### config.mk
export PLATFORM = sky130hd
export DESIGN_NAME = backslash_escape_decoder
export DESIGN_NICKNAME = d
export VERILOG_FILES = /design/src/rtl/core/bsed_pkg.sv /design/src/rtl/core/bsed_front.sv /design/src/rtl/core/bsed_fifo.sv /design/src/rtl/core/bsed_back.sv /design/src/rtl/core/backslash_escape_decoder.sv
export SDC_FILE = /design/constraint.sdc
export NUM_CORES = 1
export LEC_CHECK = 0
export BUFFER_PORTS_ARGS = -buffer_cell sky130_fd_sc_hd__buf_2
export CAP_MARGIN = 20
export CORE_AREA = 2 2 132 134
export CTS_CLUSTER_DIAMETER = 120
export CTS_CLUSTER_SIZE = 24
export DETAILED_ROUTE_END_ITERATION = 7
export DIE_AREA = 0 0 134 136
export MAX_ROUTING_LAYER = met4
export PLACE_DENSITY = 0.51
export SKIP_CTS_REPAIR_TIMING = 1
export SLEW_MARGIN = 20
export SYNTH_ARGS = -nofsm -noshare
export SYNTH_HDL_FRONTEND = slang
export SYNTH_SLANG_ARGS = --single-unit
export TNS_END_PERCENT = 1
### constraint.sdc
create_clock -name clk -period 3.1 [get_ports clk]
set_clock_uncertainty 0.05 [all_clocks]
set_input_delay 0.465 -clock clk [delete_from_list [all_inputs] [get_ports clk]]
set_output_delay 0.465 -clock clk [all_outputs]
set_load 0.01 [all_outputs]
### src/rtl/core/bsed_pkg.sv
// Shared types and constants for the backslash escape decoder.
// No dependencies; every other file in rtl/core imports this package.
package bsed_pkg;

  localparam int FifoDepth = 4;
  localparam int PtrWidth = $clog2(FifoDepth);
  localparam int CountWidth = $clog2(FifoDepth + 1);

  localparam logic [2:0] CfgAddrWidth = 3'd3;
  localparam logic CfgIdxEscapes = 1'b0;

  localparam logic [7:0] ChBackslash = 8'h5C;
  localparam logic [7:0] ChZero = 8'h30;
  localparam logic [7:0] ChSeven = 8'h37;
  localparam logic [7:0] ChLowerN = 8'h6E;
  localparam logic [7:0] ChLowerT = 8'h74;
  localparam logic [7:0] ChLowerR = 8'h72;
  localparam logic [7:0] ChLowerA = 8'h61;
  localparam logic [7:0] ChLowerB = 8'h62;
  localparam logic [7:0] ChLowerF = 8'h66;
  localparam logic [7:0] ChLowerV = 8'h76;
  localparam logic [7:0] ChLowerC = 8'h63;

  localparam logic [7:0] CtlNewline = 8'h0A;
  localparam logic [7:0] CtlTab = 8'h09;
  localparam logic [7:0] CtlReturn = 8'h0D;
  localparam logic [7:0] CtlBell = 8'h07;
  localparam logic [7:0] CtlBackspace = 8'h08;
  localparam logic [7:0] CtlFormFeed = 8'h0C;
  localparam logic [7:0] CtlVertTab = 8'h0B;

  localparam logic [1:0] OctalLastDigit = 2'd2;

  typedef enum logic [2:0] {
    PH_PLAIN = 3'd0,
    PH_ESC = 3'd1,
    PH_OCT = 3'd2,
    PH_DROP = 3'd3
  } phase_t;

  typedef struct packed {
    logic [7:0] b0;
    logic [7:0] b1;
    logic two;
  } entry_t;

endpackage

### src/rtl/core/bsed_front.sv
// Front part: decodes each accepted byte, keeps the escape state and
// produces up to two result bytes per item. Depends on bsed_pkg.
module bsed_front import bsed_pkg::*; (
  input  logic       clk,
  input  logic       rst,
  input  logic       enabled,
  input  logic       accept,
  input  logic [7:0] ch,
  input  logic       last_of_string,
  output logic       wr_en,
  output entry_t     wr_entry
);

  phase_t phase, phase_next;
  logic [7:0] octal_value, octal_value_next;
  logic [1:0] octal_digits_seen, octal_digits_seen_next;
  logic [1:0] n;
  logic [7:0] b0, b1;
  logic is_digit;

  assign is_digit = (ch >= ChZero) && (ch <= ChSeven);

  always_comb begin
    phase_next = phase;
    octal_value_next = octal_value;
    octal_digits_seen_next = octal_digits_seen;
    n = 2'd0;
    b0 = ch;
    b1 = ch;
    if (!enabled) begin
      phase_next = PH_PLAIN;
      octal_value_next = 8'd0;
      octal_digits_seen_next = 2'd0;
      n = 2'd1;
    end else begin
      case (phase)
        PH_ESC: begin
          phase_next = PH_PLAIN;
          n = 2'd1;
          case (ch)
            ChLowerN: b0 = CtlNewline;
            ChLowerT: b0 = CtlTab;
            ChLowerR: b0 = CtlReturn;
            ChBackslash: b0 = ChBackslash;
            ChLowerA: b0 = CtlBell;
            ChLowerB: b0 = CtlBackspace;
            ChLowerF: b0 = CtlFormFeed;
            ChLowerV: b0 = CtlVertTab;
            ChZero: begin
              phase_next = PH_OCT;
              octal_value_next = 8'd0;
              octal_digits_seen_next = 2'd0;
              n = 2'd0;
            end
            ChLowerC: begin
              phase_next = PH_DROP;
              n = 2'd0;
            end
            default: begin
              b0 = ChBackslash;
              b1 = ch;
              n = 2'd2;
            end
          endcase
        end
        PH_OCT: begin
          if (is_digit) begin
            octal_value_next = {octal_value[4:0], ch[2:0]};
            octal_digits_seen_next = octal_digits_seen + 2'd1;
            if (octal_digits_seen == OctalLastDigit) begin
              b0 = octal_value_next;
              n = 2'd1;
              phase_next = PH_PLAIN;
              octal_value_next = 8'd0;
              octal_digits_seen_next = 2'd0;
            end
          end else begin
            b0 = octal_value;
            n = 2'd1;
            phase_next = PH_PLAIN;
            octal_value_next = 8'd0;
            octal_digits_seen_next = 2'd0;
            if (ch == ChBackslash && !last_of_string) begin
              phase_next = PH_ESC;
            end else begin
              b1 = ch;
              n = 2'd2;
            end
          end
        end
        PH_DROP: begin
          n = 2'd0;
        end
        default: begin
          phase_next = PH_PLAIN;
          if (ch == ChBackslash && !last_of_string) begin
            phase_next = PH_ESC;
          end else begin
            n = 2'd1;
          end
        end
      endcase
      if (last_of_string) begin
        if (phase_next == PH_OCT) begin
          if (n == 2'd0) begin
            b0 = octal_value_next;
          end else begin
            b1 = octal_value_next;
          end
          n = n + 2'd1;
        end
        phase_next = PH_PLAIN;
        octal_value_next = 8'd0;
        octal_digits_seen_next = 2'd0;
      end
    end
  end

  assign wr_en = accept && (n != 2'd0);
  assign wr_entry = '{b0: b0, b1: b1, two: (n == 2'd2)};

  always_ff @(posedge clk) begin
    if (rst) begin
      phase <= PH_PLAIN;
      octal_value <= 8'd0;
      octal_digits_seen <= 2'd0;
    end else if (accept) begin
      phase <= phase_next;
      octal_value <= octal_value_next;
      octal_digits_seen <= octal_digits_seen_next;
    end
  end

endmodule

### src/rtl/core/bsed_fifo.sv
// Short queue of decoded entries between the front and back parts.
// Depends on bsed_pkg for the entry type and depth.
module bsed_fifo import bsed_pkg::*; (
  input  logic   clk,
  input  logic   rst,
  input  logic   wr_en,
  input  entry_t wr_entry,
  input  logic   rd_en,
  output entry_t rd_entry,
  output logic   full,
  output logic   fifo_empty
);

  entry_t mem [FifoDepth];
  logic [PtrWidth-1:0] wr_ptr;
  logic [PtrWidth-1:0] rd_ptr;
  logic [CountWidth-1:0] count;

  assign full = (count == CountWidth'(FifoDepth));
  assign fifo_empty = (count == '0);
  assign rd_entry = mem[rd_ptr];

  always_ff @(posedge clk) begin
    if (wr_en) begin
      mem[wr_ptr] <= wr_entry;
    end
  end

  always_ff @(posedge clk) begin
    if (rst) begin
      wr_ptr <= '0;
      rd_ptr <= '0;
      count <= '0;
    end else begin
      if (wr_en) begin
        wr_ptr <= wr_ptr + 1'b1;
      end
      if (rd_en) begin
        rd_ptr <= rd_ptr + 1'b1;
      end
      if (wr_en && !rd_en) begin
        count <= count + 1'b1;
      end else if (!wr_en && rd_en) begin
        count <= count - 1'b1;
      end
    end
  end

endmodule

### src/rtl/core/bsed_back.sv
// Back part: delivers the bytes of each queued entry one word at a time.
// Depends on bsed_pkg for the entry type.
module bsed_back import bsed_pkg::*; (
  input  logic       clk,
  input  logic       rst,
  input  entry_t     head,
  input  logic       fifo_empty,
  input  logic       pop,
  output logic       rd_en,
  output logic       empty,
  output logic [7:0] out_byte,
  output logic       out_last
);

  logic sel;
  logic take;

  assign empty = fifo_empty;
  assign take = pop && !fifo_empty;
  assign out_byte = sel ? head.b1 : head.b0;
  assign out_last = sel || !head.two;
  assign rd_en = take && out_last;

  always_ff @(posedge clk) begin
    if (rst) begin
      sel <= 1'b0;
    end else if (take) begin
      sel <= !out_last;
    end
  end

endmodule

### src/rtl/core/backslash_escape_decoder.sv
// Top level of the backslash escape decoder; holds the configuration register.
// Depends on bsed_pkg, bsed_front, bsed_fifo and bsed_back.
//
// A byte is taken every cycle while push is high and full is low; its decoding
// is done in the cycle it is accepted and its results enter a four-entry queue.
// Results leave one word per cycle while pop is high, so an item that yields
// two words (an unknown escape, or an octal number ended by a byte that does
// not open a new escape) needs two pops; the queue absorbs such bursts. Items
// wait in the queue until they reach its head. escapes_enabled sits at byte address 0.
module backslash_escape_decoder import bsed_pkg::*; (
  input  logic        clk,
  input  logic        rst,
  input  logic        psel,
  input  logic        penable,
  input  logic        pwrite,
  input  logic [CfgAddrWidth-1:0] paddr,
  input  logic [31:0] pwdata,
  output logic [31:0] prdata,
  output logic        pready,
  input  logic        push,
  output logic        full,
  input  logic [7:0]  ch,
  input  logic        last_of_string,
  output logic        empty,
  input  logic        pop,
  output logic [7:0]  out_byte,
  output logic        out_last
);

  logic escapes_enabled;
  logic accept;
  logic wr_en;
  logic rd_en;
  logic fifo_empty;
  entry_t wr_entry;
  entry_t head;

  assign pready = 1'b1;
  assign prdata = (paddr[2] == CfgIdxEscapes) ? {31'd0, escapes_enabled} : 32'd0;

  always_ff @(posedge clk) begin
    if (rst) begin
      escapes_enabled <= 1'b0;
    end else if (psel && penable && pwrite && paddr[2] == CfgIdxEscapes) begin
      escapes_enabled <= pwdata[0];
    end
  end

  assign accept = push && !full;

  bsed_front u_front (
    .clk            (clk),
    .rst            (rst),
    .enabled        (escapes_enabled),
    .accept         (accept),
    .ch             (ch),
    .last_of_string (last_of_string),
    .wr_en          (wr_en),
    .wr_entry       (wr_entry)
  );

  bsed_fifo u_fifo (
    .clk        (clk),
    .rst        (rst),
    .wr_en      (wr_en),
    .wr_entry   (wr_entry),
    .rd_en      (rd_en),
    .rd_entry   (head),
    .full       (full),
    .fifo_empty (fifo_empty)
  );

  bsed_back u_back (
    .clk        (clk),
    .rst        (rst),
    .head       (head),
    .fifo_empty (fifo_empty),
    .pop        (pop),
    .rd_en      (rd_en),
    .empty      (empty),
    .out_byte   (out_byte),
    .out_last   (out_last)
  );

endmodule
* Word level (Yosys, flattened, before mapping) *
Memory sizes are Yosys's and may differ from the RTL's. A register that Yosys moved wholly into a read port is not among the register bits.
Cells that the tools add are included.

cells by class
  add/sub/neg operators = 6
  magnitude comparators = 2
  equality and inequality tests = 19
  multiplexer cells = 50
  bitwise logic cells = 1
  reductions and logical operators = 26

operators with widths
  operator               count
  $mux W8                16
  $eq A8 B7 Y1 const B   9
  $pmux W8 S8            1
  $pmux W8 S2            2
  $mux W2                13
  $mux W3                7
  $pmux W2 S2            3
  $logic_and A1 B1 Y1    11
  $eq A3 B2 Y1 const B   3
  $pmux W3 S3            1
  $add A2 B1 Y2 const B  4
  $eq A8 B6 Y1 const B   1
  $ge A8 B6 Y1 const B   1
  $le A8 B6 Y1 const B   1
  $reduce_or A8 Y1       1
  $logic_not A1 Y1       7
  $mux W1                6
  $pmux W2 S3            1
  $eq A2 B2 Y1 const B   2
  $ne A4 B2 Y1 const B   1
  $ne A4 B4 Y1 const B   1
  $reduce_bool A2 Y1     2
  $add A3 B1 Y3 const B  1
  $eq A3 B1 Y1 const B   1
  other kinds (8)        8

storage, ports and cells
  bits in registers = 22
  memory bits (writable) = 68
  bits of input ports = 51
  output and inout bits = 44
  logic and storage cells = 113
  memories kept = 1

memory list
  memory      words  width  read ports  clocked after memory_dff  wr ports  RTL line         source
  u_fifo.mem  4      17     1           1                         1         bsed_fifo.sv:14  entry_t mem [FifoDepth];

* Depth between registers and ports, before layout *
  word-level depth = 16
  mapped depth = 13
  depth with buffers taken out = 11

* By module *
From an unflattened synthesis, not the netlist that was laid out.

second synthesis, totals
  cell total of the unflattened synthesis = 384
  area total of the unflattened synthesis = 4838.4 um2

modules (own cells, without submodules)
  module                    times used  cells each  area each (um2)  sequential area each (um2)
  bsed_fifo                 1           133         2921.6           2222.1
  bsed_front                1           193         1417.6           260.2
  backslash_escape_decoder  1           41          315.3            20.0
  bsed_back                 1           17          183.9            20.0

* Worst setup path before layout *
No wires, ideal clock.

  path kind = input to register
  start = input port ch[7]
  end = register u_fifo.count[2]
  library setup time = 71 ps
  data arrival time = 3038 ps
  required time = 2979 ps
  slack = -59 ps
  stages = 12
  buffers on the path = 1
  path through = buf_2 nor4b_4 o21ai_1 o211ai_1 nand3_2 a31oi_4 ha_1 inv_1 fa_1 xor2_1 or3_1 a21oi_1

on the way
  word-level cells in the longest chain between the ends = 15
  elaborated cells on any way between the ends = 39
  classes of those cells = 1 x add/sub; 2 x order compare; 11 x eq/ne; 15 x mux; 10 x reduce/logical

ends and longest elaborated chain
  item                                                  RTL line                        source
  start, declared                                       backslash_escape_decoder.sv:22  input logic [7:0] ch,
  branches (longest 8 deep; another with $ge A8 B6 Y1)  -
  $mux W2 (*)                                           bsed_front.sv:103               if (last_of_string) begin
  $mux W2 (*)                                           bsed_front.sv:30                if (!enabled) begin
  $reduce_bool A2 Y1 (*)                                bsed_front.sv:119               assign wr_en = accept && (n != 2'd0);
  $logic_and A1 B1 Y1 (*)                               bsed_front.sv:119
  via u_fifo.wr_en                                      bsed_fifo.sv:6                  input logic wr_en,
  $logic_not A1 Y1                                      bsed_fifo.sv:43                 end else if (!wr_en && rd_en) begin
  $logic_and A1 B1 Y1                                   bsed_fifo.sv:43
  $reduce_bool A2 Y1 (no line)                          -
  end signal, assigned                                  bsed_fifo.sv:42                 count <= count + 1'b1;
  end signal, assigned                                  bsed_fifo.sv:44                 count <= count - 1'b1;
  end, declared                                         bsed_fifo.sv:17                 logic [CountWidth-1:0] count;

Mark *: on every way through the listed nets, which the timed path passes. The select of a mux whose other input is x is not followed.
A chain may end at the register's enable or synchronous reset.

* Worst setup path in the final report *
  start = input port ch[4]
  end = register u_fifo.count[2]

Same word-level chain as after synthesis.

==> results.md <==
- Terminus of the critical flop-to-flop path: u_fifo.count[2]
- Tmin final: 2.94 ns
- Post-Synthesis Cell Area: 4940 sq um
- Post-synth ARST share: 0%
- DRC violations left: 0
- Core Area: ~17000 sq um
- Reg2Reg Launch Point: u_front.phase[2]
- Initial antenna violation count: 0
- Endpoints failing setup: 0
- FMAX: 0.341 GHz
- Most frequently used flop master after synthesis: edfxtp_1
- Crit-path slowest cell: fa_2
- Pwr Total: 3.48 mW
- CP Capture Type: register
- Flops & latches, synth: 92
- Leakage power: roughly 2.1 nW
- Vias in the first global route: 3344
- RSZ-0062 raised after global routing: false
- Place WS: -0.308 ns
- Via count: between 3000 and 4000
- Total iterations of the first detailed-routing run: 4
- H-tree levels: 3
- Hold Fails Final Rpt: 0
- HP Class: input port to register
- CP startpoint: ch[4]
- Max-slew headroom at the worst pin: 56.0%
- Crit-path max cell delay: ~0.38 ns
- FF-to-FF path depth: 12
- WP data arrival: 3.16 ns
- Total track usage: 13.3%
- Fillers: 1671
- Die width: 134 microns
- Die footprint: ~18000 sq um
- Wire per inst: ~16 microns
- Register area share after synthesis: approximately half
- VDD IR-drop max: approximately 0.26 mV
- Starting density of the core: 29.3%
- RePlAce Congestion: 0.862
- IO buf count: 29
- Area Growth Syn to Fin: 21.0%
- N_diodes: 0
- Pwr dens: 582 nW/um^2
- Clock sinks: 92
- Synth Warn #: 0
- First-pass GRT wire length: 17900 microns
- Num CTS Buffers: 9
- Routed WL: 11300 microns
- CP required: 3.32 ns
- Clk slew on worst S/H paths: 0.07 ns
- Drt first-iter violations: approximately 300
- Largest net degree at the start of global routing: 27
- Share of layout cells above drive strength 1: 30.4%
- Crit-path cells: buf_2 > nor4bb_1 > buf_4 > nand4_1 > a221oi_2 > a211oi_2 > buf_4 > a31oi_4 > ha_2 > inv_1 > fa_2 > xor2_1 > or3_1 > a21oi_1
- GRT overflow: 0
- Setup ws final: 0.164 ns
- CP startpoint kind: input port
- Worst setup path end: u_fifo.count[2]
- Vias per cell: roughly 4.8
- Least-Margin Pin Slew: 0.659 ns
- Number of synthesized flops with an enable pin: 68
- Fin. max-slew vios: 0
- Post-synthesis cell type count: 68
- Worst-skew pair later-pin latency: 0.34 ns
- Status: finished clean
- Setup TNS: 0 ns
- FP Rows: 48
- Crit Path Max Fanout: 4
- Crit Path Category: input port to register
- Avg Inst Size Synth: roughly 12 sq um
- WHS: 0.299 ns
- Root Driver: clkbuf_16
- Clock buffer depth: 2
- Max Cap Violations: 0
- DP Wirelength: slightly above 8000 microns
- Die Y: 136 microns
- Cell mode on critical path: buf_4
- Io pins: 95
- R2R setup slack: about 0.2 ns
- Post-synthesis instance total: 420
- CTS tree: built
- Post-route ant nets: 0
- Nets: 549
- Part of the cycle the worst path needs: 94.7%
==> critical path: cells and delay by family <==
| family | cells | cell delay [ns] |
|---|---|---|
| adder cells (fa/ha/maj) | 2 | 0.59 |
| AND/OR/NAND/NOR | 3 | 0.67 |
| AO/OA/AOI/OAI | 4 | 0.77 |
| XOR/XNOR | 1 | 0.18 |
| buffers and inverters | 4 | 0.47 |
==> metal layers <==
layer | share of wire, % | track usage, % | wire length [microns]
met5 | 0 | - | 0
met4 | 1.2 | 4.14 | 135
met3 | 4.8 | 2.87 | 542
met1 | 45 | 16.6 | 5040
met2 | 49 | 21.8 | 5580
==> how the worst min path moves through the flow <==
stage / cells after the start / slack, ns / end / startpoint
after global routing: 3 / 0.33 / escapes_enabled / pwdata[0]
after detailed placement: 1 / 0.43 / u_front.octal_digits_seen[0] / u_front.octal_digits_seen[0]
after CTS: 3 / 0.29 / escapes_enabled / pwdata[0]
after floorplan: 1 / 0.41 / u_front.octal_digits_seen[0] / u_front.octal_digits_seen[0]
final: 3 / 0.30 / escapes_enabled / pwdata[0]
after global placement: 1 / 0.42 / u_front.octal_digits_seen[0] / u_front.octal_digits_seen[0]
==> sequential cells by signal, summed over array words and instances (netlist names), named ones only <==
register	count
u_fifo.mem	68
u_front.octal_value	8
u_fifo.count	3
u_front.phase	3
u_fifo.rd_ptr	2
u_fifo.wr_ptr	2
u_front.octal_digits_seen	2
escapes_enabled	1
u_back.sel	1
==> cells in the final DEF (no fill, tap or decap), types with 8 or more instances in the layout <==
cell,n
nor2_1,27
nand2_1,34
dfxtp_1,24
o21ai_0,13
mux2_2,9
nand2b_1,12
a22oi_1,9
conb_1,32
clkbuf_16,9
buf_2,29
mux4_2,17
buf_4,56
inv_1,14
edfxtp_1,68
a21oi_1,14
nand3_1,8
==> report_power, final <==
part | leakage (nW) | internal (mW) | switching, mW
clock | 0.149 | 0.639 | 0.469
combinational | 1.18 | 0.428 | 0.436
sequential | 0.816 | 1.45 | 0.0514
==> stage by stage <==
stage	std cells	cell area, sq um	util (%)
3_3_place_gp	705	5650	33.5
5_1_grt	721	5980	35.4
4_1_cts	721	5950	35.3
6_report	721	5980	35.4
3_5_place_dp	705	5650	33.5
2_1_floorplan	450	5070	-
==> logic make-up (layout without fill, tap and decap cells) <==
family	count (synthesis)	after routing	share of synthesized area, %
XOR/XNOR	6	6	1.06
AO/OA/AOI/OAI	78	78	11.5
buffers and inverters	74	120	8.33
AND/OR/NAND/NOR	131	131	15.4
adder cells (fa/ha/maj)	7	7	1.92
other	2	32	0.152
flip-flops	92	92	51.0
multiplexers	30	30	10.6
==> cell usage after synthesis (3+ instances only) <==
| master | number | area [sq um] |
|---|---|---|
| a22oi_1 | 9 | 67.6 |
| clkbuf_1 | 21 | 78.8 |
| or3_1 | 3 | 18.8 |
| o41ai_1 | 3 | 26.3 |
| nor3_1 | 4 | 20.0 |
| edfxtp_1 | 68 | 2040 |
| nand2b_1 | 12 | 75.1 |
| ha_1 | 6 | 75.1 |
| mux2_2 | 9 | 101 |
| nand3_1 | 8 | 40.0 |
| nor2_1 | 27 | 101 |
| mux4_2 | 17 | 383 |
| o21ai_0 | 13 | 65.1 |
| buf_4 | 32 | 240 |
| o211ai_1 | 6 | 45.0 |
| dfxtp_1 | 24 | 480 |
| nand4_1 | 4 | 25.0 |
| a22o_1 | 4 | 35.0 |
| mux2i_1 | 3 | 30.0 |
| xor2_1 | 4 | 35.0 |
| a21o_1 | 4 | 30.0 |
| nand2_1 | 34 | 128 |
| a32oi_1 | 4 | 35.0 |
| nor2b_1 | 5 | 31.3 |
| inv_1 | 14 | 52.6 |
| a21oi_1 | 14 | 70.1 |
| and2_1 | 6 | 37.5 |
| buf_2 | 5 | 25.0 |
| nand3b_1 | 6 | 45.0 |
==> area by class of cell <==
cell class	instances	area (sq um)	share of cell area [%]
flip-flops and latches	92	2520	42.2
multi-input cells	284	2150	36.0
repair buffers	90	666	11.1
well taps	225	282	4.71
clock buffers	10	229	3.83
clock inverters	6	73.8	1.23
inverters	14	52.6	0.879
No activity file was read; power rests on OpenSTA's default activity.
